## src/rtl/core/bms_temperature_reply_checker_unit_defines.svh

```systemverilog
// assertion macros for the temperature reply checker
`ifndef BMS_TEMPERATURE_REPLY_CHECKER_UNIT_DEFINES_SVH
`define BMS_TEMPERATURE_REPLY_CHECKER_UNIT_DEFINES_SVH

`ifndef SYNTHESIS
// checked only while out of reset
`define BMSTRC_ASSERT_RUN(label, prop) \
    label: assert property (@(posedge aclk) disable iff (!aresetn) prop) \
        else $error("bmstrc assertion failed");
// checked at every edge, reset included
`define BMSTRC_ASSERT_ALWAYS(label, prop) \
    label: assert property (@(posedge aclk) prop) \
        else $error("bmstrc assertion failed");
`else
`define BMSTRC_ASSERT_RUN(label, prop)
`define BMSTRC_ASSERT_ALWAYS(label, prop)
`endif

`endif

```

## src/rtl/core/bmstrc_pkg.sv

```systemverilog
// ----------------------------------------------------------------------------
// bmstrc_pkg
// Shared types, constants and the CRC-16/MODBUS byte update.
// ----------------------------------------------------------------------------
`timescale 1ns / 1ps
`default_nettype none

package bmstrc_pkg;

    localparam logic [15:0] CRC_INIT = 16'hFFFF;
    localparam logic [15:0] CRC_POLY = 16'hA001;
    localparam logic [7:0]  ERR_MARK = 8'h00;

    // reply status codes
    localparam logic [1:0] STATUS_DATA_OK  = 2'd0;
    localparam logic [1:0] STATUS_DATA_BAD = 2'd1;
    localparam logic [1:0] STATUS_ERR_OK   = 2'd2;
    localparam logic [1:0] STATUS_ERR_BAD  = 2'd3;

    // byte positions inside a reply
    localparam logic [3:0] POS_KIND     = 4'd1;
    localparam logic [3:0] POS_LENGTH   = 4'd2;
    localparam logic [3:0] POS_ERR_CODE = 4'd3;
    localparam logic [3:0] POS_ERR_CRCL = 4'd4;
    localparam logic [3:0] POS_ERR_LAST = 4'd5;
    localparam logic [3:0] POS_T0_LOW   = 4'd3;
    localparam logic [3:0] POS_T0_HIGH  = 4'd4;
    localparam logic [3:0] POS_T1_LOW   = 4'd5;
    localparam logic [3:0] POS_T1_HIGH  = 4'd6;
    localparam logic [3:0] POS_T2_LOW   = 4'd7;
    localparam logic [3:0] POS_T2_HIGH  = 4'd8;
    localparam logic [3:0] POS_DAT_CRCL = 4'd9;
    localparam logic [3:0] POS_DAT_LAST = 4'd10;

    typedef struct packed {
        logic [1:0]  status;
        logic [7:0]  error_code;
        logic [7:0]  payload_length;
        logic [15:0] internal_temp;
        logic [15:0] external_temp_one;
        logic [15:0] external_temp_two;
    } result_t;

    function automatic logic [15:0] crc_step(input logic [15:0] crc, input logic [7:0] b);
        logic [15:0] c;
        c = crc ^ {8'h00, b};
        for (int k = 0; k < 8; k++) begin
            if (c[0]) begin
                c = (c >> 1) ^ CRC_POLY;
            end else begin
                c = c >> 1;
            end
        end
        return c;
    endfunction

endpackage

`default_nettype wire

```

## src/rtl/core/bms_temperature_reply_checker_unit.sv

```systemverilog
// Temperature reply checker: takes reply bytes one word per cycle, runs a
// CRC-16/MODBUS over them and gives one result word per finished frame
// (6-byte error reply or 11-byte data reply). A new byte is taken in every
// cycle while the result side keeps up; a byte leaves the input register only
// when the result register is empty or being read, so a result left waiting
// holds the input. A byte moves through an input register and the result
// register before its frame's result shows as valid. The CRC update of one
// byte is done combinationally between those registers.
// ----------------------------------------------------------------------------
// bms_temperature_reply_checker_unit
// Top level: input register, frame core and result register.
// ----------------------------------------------------------------------------
`timescale 1ns / 1ps
`default_nettype none
`include "bms_temperature_reply_checker_unit_defines.svh"

module bms_temperature_reply_checker_unit
    import bmstrc_pkg::*;
(
    input  wire logic               aclk,
    input  wire logic               aresetn,
    input  wire logic               s_valid,
    output logic                    s_ready,
    input  wire logic [7:0]         s_rx_byte,
    input  wire logic               s_frame_start,
    output logic                    m_valid,
    input  wire logic               m_ready,
    output logic [1:0]              m_status,
    output logic [7:0]              m_error_code,
    output logic [7:0]              m_payload_length,
    output logic signed [15:0]      m_internal_temp,
    output logic signed [15:0]      m_external_temp_one,
    output logic signed [15:0]      m_external_temp_two
);

    logic        in_valid_reg;
    logic [7:0]  in_byte_reg;
    logic        in_start_reg;
    logic        out_valid_reg, out_valid_next;
    result_t     out_reg;
    logic        advance;
    logic        res_fire;
    result_t     res;

    // byte leaves the input register once the result register has room
    assign advance = in_valid_reg && (!out_valid_reg || m_ready);
    assign s_ready = !in_valid_reg || advance;

    always_ff @(posedge aclk) begin
        if (!aresetn) begin
            in_valid_reg <= 1'b0;
        end else if (s_ready) begin
            in_valid_reg <= s_valid;
        end
    end

    always_ff @(posedge aclk) begin
        if (s_valid && s_ready) begin
            in_byte_reg  <= s_rx_byte;
            in_start_reg <= s_frame_start;
        end
    end

    bmstrc_frame_core u_core (
        .aclk        (aclk),
        .aresetn     (aresetn),
        .step        (advance),
        .rx_byte     (in_byte_reg),
        .frame_start (in_start_reg),
        .res_fire    (res_fire),
        .res         (res)
    );

    always_comb begin
        if (res_fire) begin
            out_valid_next = 1'b1;
        end else if (m_ready) begin
            out_valid_next = 1'b0;
        end else begin
            out_valid_next = out_valid_reg;
        end
    end

    always_ff @(posedge aclk) begin
        if (!aresetn) begin
            out_valid_reg <= 1'b0;
        end else begin
            out_valid_reg <= out_valid_next;
        end
    end

    always_ff @(posedge aclk) begin
        if (res_fire) begin
            out_reg <= res;
        end
    end

    assign m_valid             = out_valid_reg;
    assign m_status            = out_reg.status;
    assign m_error_code        = out_reg.error_code;
    assign m_payload_length    = out_reg.payload_length;
    assign m_internal_temp     = $signed(out_reg.internal_temp);
    assign m_external_temp_one = $signed(out_reg.external_temp_one);
    assign m_external_temp_two = $signed(out_reg.external_temp_two);

    `BMSTRC_ASSERT_RUN(a_fire_shows_result, res_fire |=> m_valid)
    `BMSTRC_ASSERT_RUN(a_stalled_word_kept, in_valid_reg && !advance |=> in_valid_reg)
    `BMSTRC_ASSERT_ALWAYS(a_reset_empties, !aresetn |=> !m_valid && s_ready)

endmodule

`default_nettype wire

```

## src/rtl/core/bmstrc_frame_core.sv

```systemverilog
// ----------------------------------------------------------------------------
// bmstrc_frame_core
// Frame tracking, running CRC and field capture; one byte per step.
// ----------------------------------------------------------------------------
`timescale 1ns / 1ps
`default_nettype none

module bmstrc_frame_core
    import bmstrc_pkg::*;
(
    input  wire logic        aclk,
    input  wire logic        aresetn,
    input  wire logic        step,
    input  wire logic [7:0]  rx_byte,
    input  wire logic        frame_start,
    output logic             res_fire,
    output result_t          res
);

    logic [3:0]  pos_reg, pos_next;
    logic        in_frame_reg, in_frame_next;
    logic [15:0] crc_reg, crc_next;
    logic        err_reg, err_next;
    logic [7:0]  len_code_reg, len_code_next;
    logic [15:0] t0_reg, t0_next;
    logic [15:0] t1_reg, t1_next;
    logic [15:0] t2_reg, t2_next;
    logic [7:0]  crcl_reg, crcl_next;

    logic        active;
    logic [3:0]  pos;
    logic [15:0] crc_base;
    logic [15:0] crc_upd;
    logic        err;
    logic        covered;
    logic        done;
    logic        crc_match;

    always_comb begin
        active    = frame_start || in_frame_reg;
        pos       = frame_start ? 4'd0 : pos_reg;
        crc_base  = frame_start ? CRC_INIT : crc_reg;
        err       = frame_start ? 1'b0 : err_reg;
        if (pos == POS_KIND) begin
            err = (rx_byte == ERR_MARK);
        end
        crc_upd   = crc_step(crc_base, rx_byte);
        covered   = err ? (pos <= POS_ERR_CODE) : (pos <= POS_T2_HIGH);
        done      = active && (err ? (pos == POS_ERR_LAST) : (pos == POS_DAT_LAST));
        crc_match = (crc_base == {rx_byte, crcl_reg});

        pos_next      = pos_reg;
        in_frame_next = in_frame_reg;
        crc_next      = crc_reg;
        err_next      = err_reg;
        len_code_next = len_code_reg;
        t0_next       = t0_reg;
        t1_next       = t1_reg;
        t2_next       = t2_reg;
        crcl_next     = crcl_reg;

        if (active) begin
            crc_next      = covered ? crc_upd : crc_base;
            err_next      = err;
            in_frame_next = !done;
            pos_next      = done ? 4'd0 : pos + 4'd1;
            if (err) begin
                if (pos == POS_ERR_CODE) begin
                    len_code_next = rx_byte;
                end else if (pos == POS_ERR_CRCL) begin
                    crcl_next = rx_byte;
                end
            end else begin
                case (pos)
                    POS_LENGTH:   len_code_next = rx_byte;
                    POS_T0_LOW:   t0_next = {8'h00, rx_byte};
                    POS_T0_HIGH:  t0_next = {rx_byte, t0_reg[7:0]};
                    POS_T1_LOW:   t1_next = {8'h00, rx_byte};
                    POS_T1_HIGH:  t1_next = {rx_byte, t1_reg[7:0]};
                    POS_T2_LOW:   t2_next = {8'h00, rx_byte};
                    POS_T2_HIGH:  t2_next = {rx_byte, t2_reg[7:0]};
                    POS_DAT_CRCL: crcl_next = rx_byte;
                    default:      ;
                endcase
            end
        end
    end

    always_comb begin
        res_fire = step && done;
        if (err) begin
            res.status            = crc_match ? STATUS_ERR_OK : STATUS_ERR_BAD;
            res.error_code        = len_code_reg;
            res.payload_length    = 8'h00;
            res.internal_temp     = 16'h0000;
            res.external_temp_one = 16'h0000;
            res.external_temp_two = 16'h0000;
        end else begin
            res.status            = crc_match ? STATUS_DATA_OK : STATUS_DATA_BAD;
            res.error_code        = 8'h00;
            res.payload_length    = len_code_reg;
            res.internal_temp     = t0_reg;
            res.external_temp_one = t1_reg;
            res.external_temp_two = t2_reg;
        end
    end

    always_ff @(posedge aclk) begin
        if (!aresetn) begin
            pos_reg      <= 4'd0;
            in_frame_reg <= 1'b0;
            crc_reg      <= CRC_INIT;
            err_reg      <= 1'b0;
        end else if (step) begin
            pos_reg      <= pos_next;
            in_frame_reg <= in_frame_next;
            crc_reg      <= crc_next;
            err_reg      <= err_next;
        end
    end

    always_ff @(posedge aclk) begin
        if (step) begin
            len_code_reg <= len_code_next;
            t0_reg       <= t0_next;
            t1_reg       <= t1_next;
            t2_reg       <= t2_next;
            crcl_reg     <= crcl_next;
        end
    end

endmodule

`default_nettype wire

```

## config.mk

```make
export PLATFORM = sky130hd
export DESIGN_NAME = bms_temperature_reply_checker_unit
export DESIGN_NICKNAME = d
export VERILOG_FILES = /design/src/rtl/core/bmstrc_pkg.sv /design/src/rtl/core/bms_temperature_reply_checker_unit.sv /design/src/rtl/core/bmstrc_frame_core.sv
export VERILOG_INCLUDE_DIRS = /design/src /design/src/rtl/core
export SDC_FILE = /design/constraint.sdc
export NUM_CORES = 1
export LEC_CHECK = 0
export ABC_AREA = 1
export ABC_CLOCK_PERIOD_IN_PS = 6280
export BUFFER_PORTS_ARGS = -buffer_cell sky130_fd_sc_hd__buf_2
export CORE_MARGIN = 2
export CORE_UTILIZATION = 58
export DETAILED_ROUTE_END_ITERATION = 12
export MAX_ROUTING_LAYER = met4
export PLACE_DENSITY = 0.79
export REMOVE_ABC_BUFFERS = 1
export SLEW_MARGIN = 20
export SYNTH_ARGS = -nofsm -noshare
export SYNTH_HDL_FRONTEND = slang
export SYNTH_SLANG_ARGS = --single-unit
```

## constraint.sdc

```tcl
create_clock -name aclk -period 6.28 [get_ports aclk]
set_input_delay 0.628 -clock aclk [delete_from_list [all_inputs] [get_ports aclk]]
set_output_delay 0.628 -clock aclk [all_outputs]
set_load 0.01 [all_outputs]
```

### Word-level counts from Yosys, hierarchy flattened

Cells that the tools add are included.

* reductions and logical operators: 26
* bitwise operators: 13
* shift-type cells: 0
* div/mod/pow operators: 0
* $add $sub $neg: 1
* eq/ne operators: 14
* multipliers: 0
* order comparisons: 2
* muxes and demuxes: 31

Operators by type and width (number)
* $mux W16: 10
* $pmux W16 S2: 3
* $mux W66: 1
* $mux W8: 7
* $not A2 Y3: 8
* $reduce_and A5 Y1: 4
* $eq A16 B16 Y1: 1
* $eq A4 B3 Y1 const B: 4
* $reduce_and A4 Y1: 4
* $xor A16 B8 Y16: 1
* $eq A4 B4 Y1 const B: 3
* $reduce_bool A2 Y1: 6
* $eq A4 B2 Y1 const B: 2
* $logic_not A8 Y1: 1
* $mux W1: 8
* $mux W4: 2
* $ne A2 B2 Y1 const B: 3
* $add A4 B1 Y4 const B: 1
* $eq A4 B1 Y1 const B: 1
* $le A4 B2 Y1 const B: 1
* $le A4 B4 Y1 const B: 1
* $logic_and A1 B1 Y1: 4
* $not A1 Y1: 4
* $logic_not A1 Y1: 3
* other kinds (2): 4

* word-level logic and storage cells: 109
* ROM bits: 0
* input port bits: 13
* register bits: 163
* RAM bits: 0
* bits in latches: 0
* memories kept: 0

### Logic depth before layout (Yosys ltp)

* depth after elaboration: 19
* mapped depth: 17

### Cells and area by module

From an unflattened synthesis, not the netlist that was laid out.

* cells, all modules: 654
* area, all modules: 6870.3 um^2

By module, submodules not included
* bmstrc_frame_core: instances 1, seq. area each 2362.3 um^2, cells an instance 567, area an instance 4524.3 um^2
* bms_temperature_reply_checker_unit: instances 1, seq. area each 2292.2 um^2, cells an instance 87, area an instance 2346.0 um^2

### Worst setup path before layout

Ideal clock, no wire load.

* path type: register to register
* start point: reg in_start_reg
* end point: reg out_reg, in the netlist m_error_code[0], enable pin
* cell stages (with the launch flop): 15
* arrival time: 4492 ps
* slack: 1297 ps
* cell sequence: edfxtp_1 inv_2 buf_6 nand2_1 inv_1 ha_1 inv_1 nor2_2 nand3_2 nand2_4 inv_2 buf_6 o21ai_2 nand2_2 nor2_1

* cells in the longest elaborated chain, start to end: 6
* elaborated cells between the ends (all ways): 10
* those cells by class: eq/ne (3); mux (4); reduce/logical (3)

RTL lines
* start, declared: RTL line bms_temperature_reply_checker_unit.sv:38 `logic in_start_reg;`
* start signal, assigned: RTL line bms_temperature_reply_checker_unit.sv:60 `in_start_reg <= s_frame_start;`
* $mux W4: RTL line bmstrc_frame_core.sv:41 `pos = frame_start ? 4'd0 : pos_reg;`
* $eq A4 B1 Y1: RTL line bmstrc_frame_core.sv:44 `if (pos == POS_KIND) begin`
* $mux W1: RTL line bmstrc_frame_core.sv:44
* $mux W1: RTL line bmstrc_frame_core.sv:49 `done = active && (err ? (pos == POS_ERR_LAST) : (pos == POS_DAT_LAST));`
* $logic_and A1 B1 Y1 (*): RTL line bmstrc_frame_core.sv:49
* $logic_and A1 B1 Y1 (*): RTL line bmstrc_frame_core.sv:90 `res_fire = step && done;`
* end signal, assigned: RTL line bms_temperature_reply_checker_unit.sv:94 `out_reg <= res;`
* end, declared: RTL line bms_temperature_reply_checker_unit.sv:40 `result_t out_reg;`

Mark *: on every way between the ends. The rest lies on a longest branch, timed or not.
A chain may end at the register's enable or synchronous reset.

### Worst setup path in the final report

* start point: reg in_start_reg
* end point: reg u_core.t2_reg[2], enable pin

* cells in the longest elaborated chain, start to end: 5
* elaborated cells between the ends (all ways): 10
* those cells by class: eq/ne (3); mux (3); bitwise (2); reduce/logical (2)

RTL lines
* $mux W4: RTL line bmstrc_frame_core.sv:41
* $eq A4 B1 Y1: RTL line bmstrc_frame_core.sv:44
* $mux W1: RTL line bmstrc_frame_core.sv:44
* $not A1 Y1 (no source line)
* $reduce_and A5 Y1 (no source line) (*)
* end signal, assigned: RTL line bmstrc_frame_core.sv:127 `t2_reg <= t2_next;`
* end, declared: RTL line bmstrc_frame_core.sv:27 `logic [15:0] t2_reg, t2_next;`

Marked as above.

==> run_results.csv <==
group,metric,value,unit
sta,relSlewSlack,28.3,%
critical_path,crit_required,6.33,ns
sta,period_minus_slack,3.90,ns
place,dp_hpwl,9200,um
finish,n_antenna_cell,0,
power_and_ir_drop,vdd_drop_max,198,uV
cts,post-cts-setup-buffers,0,
global_routing,grt_overflow_total,0,
critical_path,r2r-end,"u_core.t2_reg[2]",
power_and_ir_drop,leakagePower,3.32,nW
place,place_congestion,0.916,
global_routing,grt_usage,23.2,%
power_and_ir_drop,p_int,1.91,mW
critical_path,critPathKind,"reg2reg",
finish,final_layout_size_suffix_gt1_share,20.9,%
critical_path,cpPeakStageDelay,0.87,ns
cts,clock_sinks,163,
cts,cts-resized-gates,0,
detailed_routing,drt_iter0_drc,307,
critical_path,crit_fanout,63,
detailed_routing,antenna_left,0,
critical_path,crit_start,"in_start_reg",
sta,skew,0.00757,ns
flow_run,cap_violations,0,
yosys,synth_cell_types,36,
critical_path,crit_path_end_kind,"flop",
detailed_routing,post-route-drc-count,0,
sta,max_freq,0.257,GHz
sta,setup_tns,0,ns
yosys,syn_inst,644,
critical_path,crit_chain,"buf_4 -> inv_2 -> nand2_1 -> inv_1 -> ha_1 -> inv_1 -> o211ai_2 -> nand2_4 -> inv_2 -> nand2_1 -> nor3_1",
finish,fin_cells,889,
power_and_ir_drop,clock_power_share,44.7,%
critical_path,critical_path.slowest_cell,"nor3_1",
floorplan,core_area,0.0119,sq mm
power_and_ir_drop,p_sw,517,uW
min_path,hp-class,"in2reg",
finish,fill_cells,874,
floorplan,die_w,114,um
sta,period_share,62.0,%
floorplan,start_util,58.8,%
detailed_routing,vias_per_cell,5.18,
sta,drv_slew,0,
sta,tightest_slew,1.07,ns
detailed_routing,first_pass_iters,5,
finish,nNetsFinal,746,
critical_path,endpoint,"u_core.t2_reg[2]",
floorplan,die_h,114,um
sta,rsz0062_at_grt,"no",
cts,h-tree-depth,4,
floorplan,io_pins,81,
power_and_ir_drop,p_per_area,299,mW/mm^2
yosys,yosysWarningCount,0,
yosys,ys_seq_area_share,66.7,%
critical_path,r2r_cells,11,
floorplan,row_count,40,
finish,stdcell_area,0.00812,sq mm
cts,cts_hold_buf,0,
detailed_routing,drt_wl_total,14000,um
place,dp_cells,857,
cts,cts_tree,"yes",
global_routing,grt_max_degree,64,
critical_path,ff2ff_setup_slack,2.38,ns
yosys,avgSynthCellArea,10.8,sq um
finish,most-common-layout-cells,"edfxtp_1 (139), nor2_1 (129), nand2_1 (104)",
cts,clk_path_buf_depth,2,
power_and_ir_drop,seq_power_share,49.4,%
detailed_routing,wire_per_inst,15.7,um
yosys,syn-cell-area,0.00698,sq mm
detailed_routing,num_vias,4601,
sta,hold_viol_final,0,
place,port-buffer-count,80,
power_and_ir_drop,pwr-share-comb,5.9,%
floorplan,dieArea,0.0129,sq mm
power_and_ir_drop,power,2.43,mW
place,placed_cell_area,0.00748,sq mm
critical_path,arrival,3.94,ns
cts,path_clk_slew,0.06,ns
finish,area_delta_synth_final,16.4,%
global_routing,antenna_found_initial,0,
cts,cts.root.buffer_cell,"clkbuf_16",
cts,clk_latency,0.43,ns
finish,mostFrequentLayoutCell,"edfxtp_1",
power_and_ir_drop,sw_frac_of_total,21.3,%
run_status,outcome,"finished, final reports clean",
critical_path,rr_startpoint,"in_start_reg",
global_routing,grt_pass1_vias,4343,
global_routing,grt_pass1_wl,21500,um
yosys,ys_ff_latch,163,
critical_path,start_kind,"flop",
sta,setup_violations,0,
cts,cts_buffers,17,
==> cell families after synthesis <==
logic type,Yosys count,share of synthesized area (%)
AND/OR/NAND/NOR,283,17.4
AO/OA/AOI/OAI,54,4.93
XOR/XNOR,25,3.25
buffers and inverters,115,6.94
adder cells (fa/ha/maj),4,0.717
flip-flops,163,66.7
==> worst min-delay path by stage <==
stage	slack [ns]	from	cells after the start	endpoint
after floorplan	0.44	u_core.crc_reg[10]	2	u_core.crc_reg[10]
after global placement	0.45	u_core.crc_reg[11]	2	u_core.crc_reg[11]
after detailed placement	0.46	u_core.crc_reg[11]	2	u_core.crc_reg[11]
after CTS	0.36	s_rx_byte[6]	1	in_byte_reg[6]
after global routing	0.36	s_rx_byte[3]	1	in_byte_reg[3]
final	0.37	s_rx_byte[6]	1	in_byte_reg[6]
==> through the flow <==
stage	hold WS, ns	setup slack, ns	util, %
2_1_floorplan	0.441	0.531	-
3_5_place_dp	0.456	2.35	63.1
3_3_place_gp	0.454	2.60	63.1
4_1_cts	0.358	2.30	68.3
6_report	0.370	2.38	68.4
5_1_grt	0.363	2.05	68.4
==> cells in the mapped netlist <==
cell | count | area (sq um)
a211oi_1 | 2 | 15.0
a21oi_1 | 31 | 155
buf_1 | 1 | 3.75
buf_2 | 2 | 10.0
buf_4 | 1 | 7.51
buf_6 | 4 | 45.0
buf_8 | 1 | 15.0
clkbuf_1 | 9 | 33.8
clkinv_1 | 8 | 30.0
dfxtp_1 | 24 | 480
edfxtp_1 | 139 | 4170
ha_1 | 4 | 50.1
inv_1 | 82 | 308
inv_2 | 5 | 18.8
inv_4 | 2 | 12.5
nand2_1 | 104 | 390
nand2_2 | 5 | 31.3
nand2_4 | 3 | 33.8
nand2_8 | 1 | 20.0
nand3_1 | 16 | 80.1
nand3_2 | 1 | 10.0
nand4_1 | 2 | 12.5
nor2_1 | 130 | 488
nor2_2 | 9 | 56.3
nor2_4 | 2 | 22.5
nor2_8 | 1 | 20.0
nor3_1 | 3 | 15.0
nor4_1 | 6 | 37.5
o211ai_1 | 2 | 15.0
o211ai_2 | 8 | 100
o21ai_0 | 6 | 30.0
o21ai_1 | 4 | 20.0
o21ai_2 | 1 | 8.76
xnor2_1 | 9 | 78.8
xor2_1 | 15 | 131
xor2_2 | 1 | 16.3
==> cell type report <==
type	instances	area, sq um	area share (%)
clock buffers	22	464	5.72
repair buffers	84	430	5.30
multi-input cells	366	1860	22.9
well taps	147	184	2.27
inverters	97	369	4.55
clock inverters	10	156	1.93
flip-flops and latches	163	4650	57.3
==> critical path: cells and delay by family, from the launching register on <==
family	cells	cell delay (ns)
DFF	1	0.36
adders and majority gates	1	0.21
AOI/OAI and AO/OA	1	0.21
buffers and inverters	5	1.07
and+or+nand+nor	4	1.66
==> power by group through the flow <==
stage	Combinational (mW)	Sequential (mW)	Clock (mW)
floorplan	0.0962	1.22	0
global placement	0.135	1.22	0
finish	0.142	1.20	1.09
global route	0.158	1.20	1.13
CTS	0.141	1.20	1.09
detailed placement	0.139	1.22	0
==> metal layers <==
layer / GRT usage [%] / vias up / share of wire (%) / wire (um)
li1: - / 2266 / - / -
met1: 27.0 / 2167 / 41 / 5810
met2: 38.3 / 137 / 50 / 7030
met3: 5.63 / 31 / 4.9 / 690
met4: 10.6 / 0 / 3.3 / 466
met5: - / - / 0 / 0
Power figures use the tool's default switching activity.
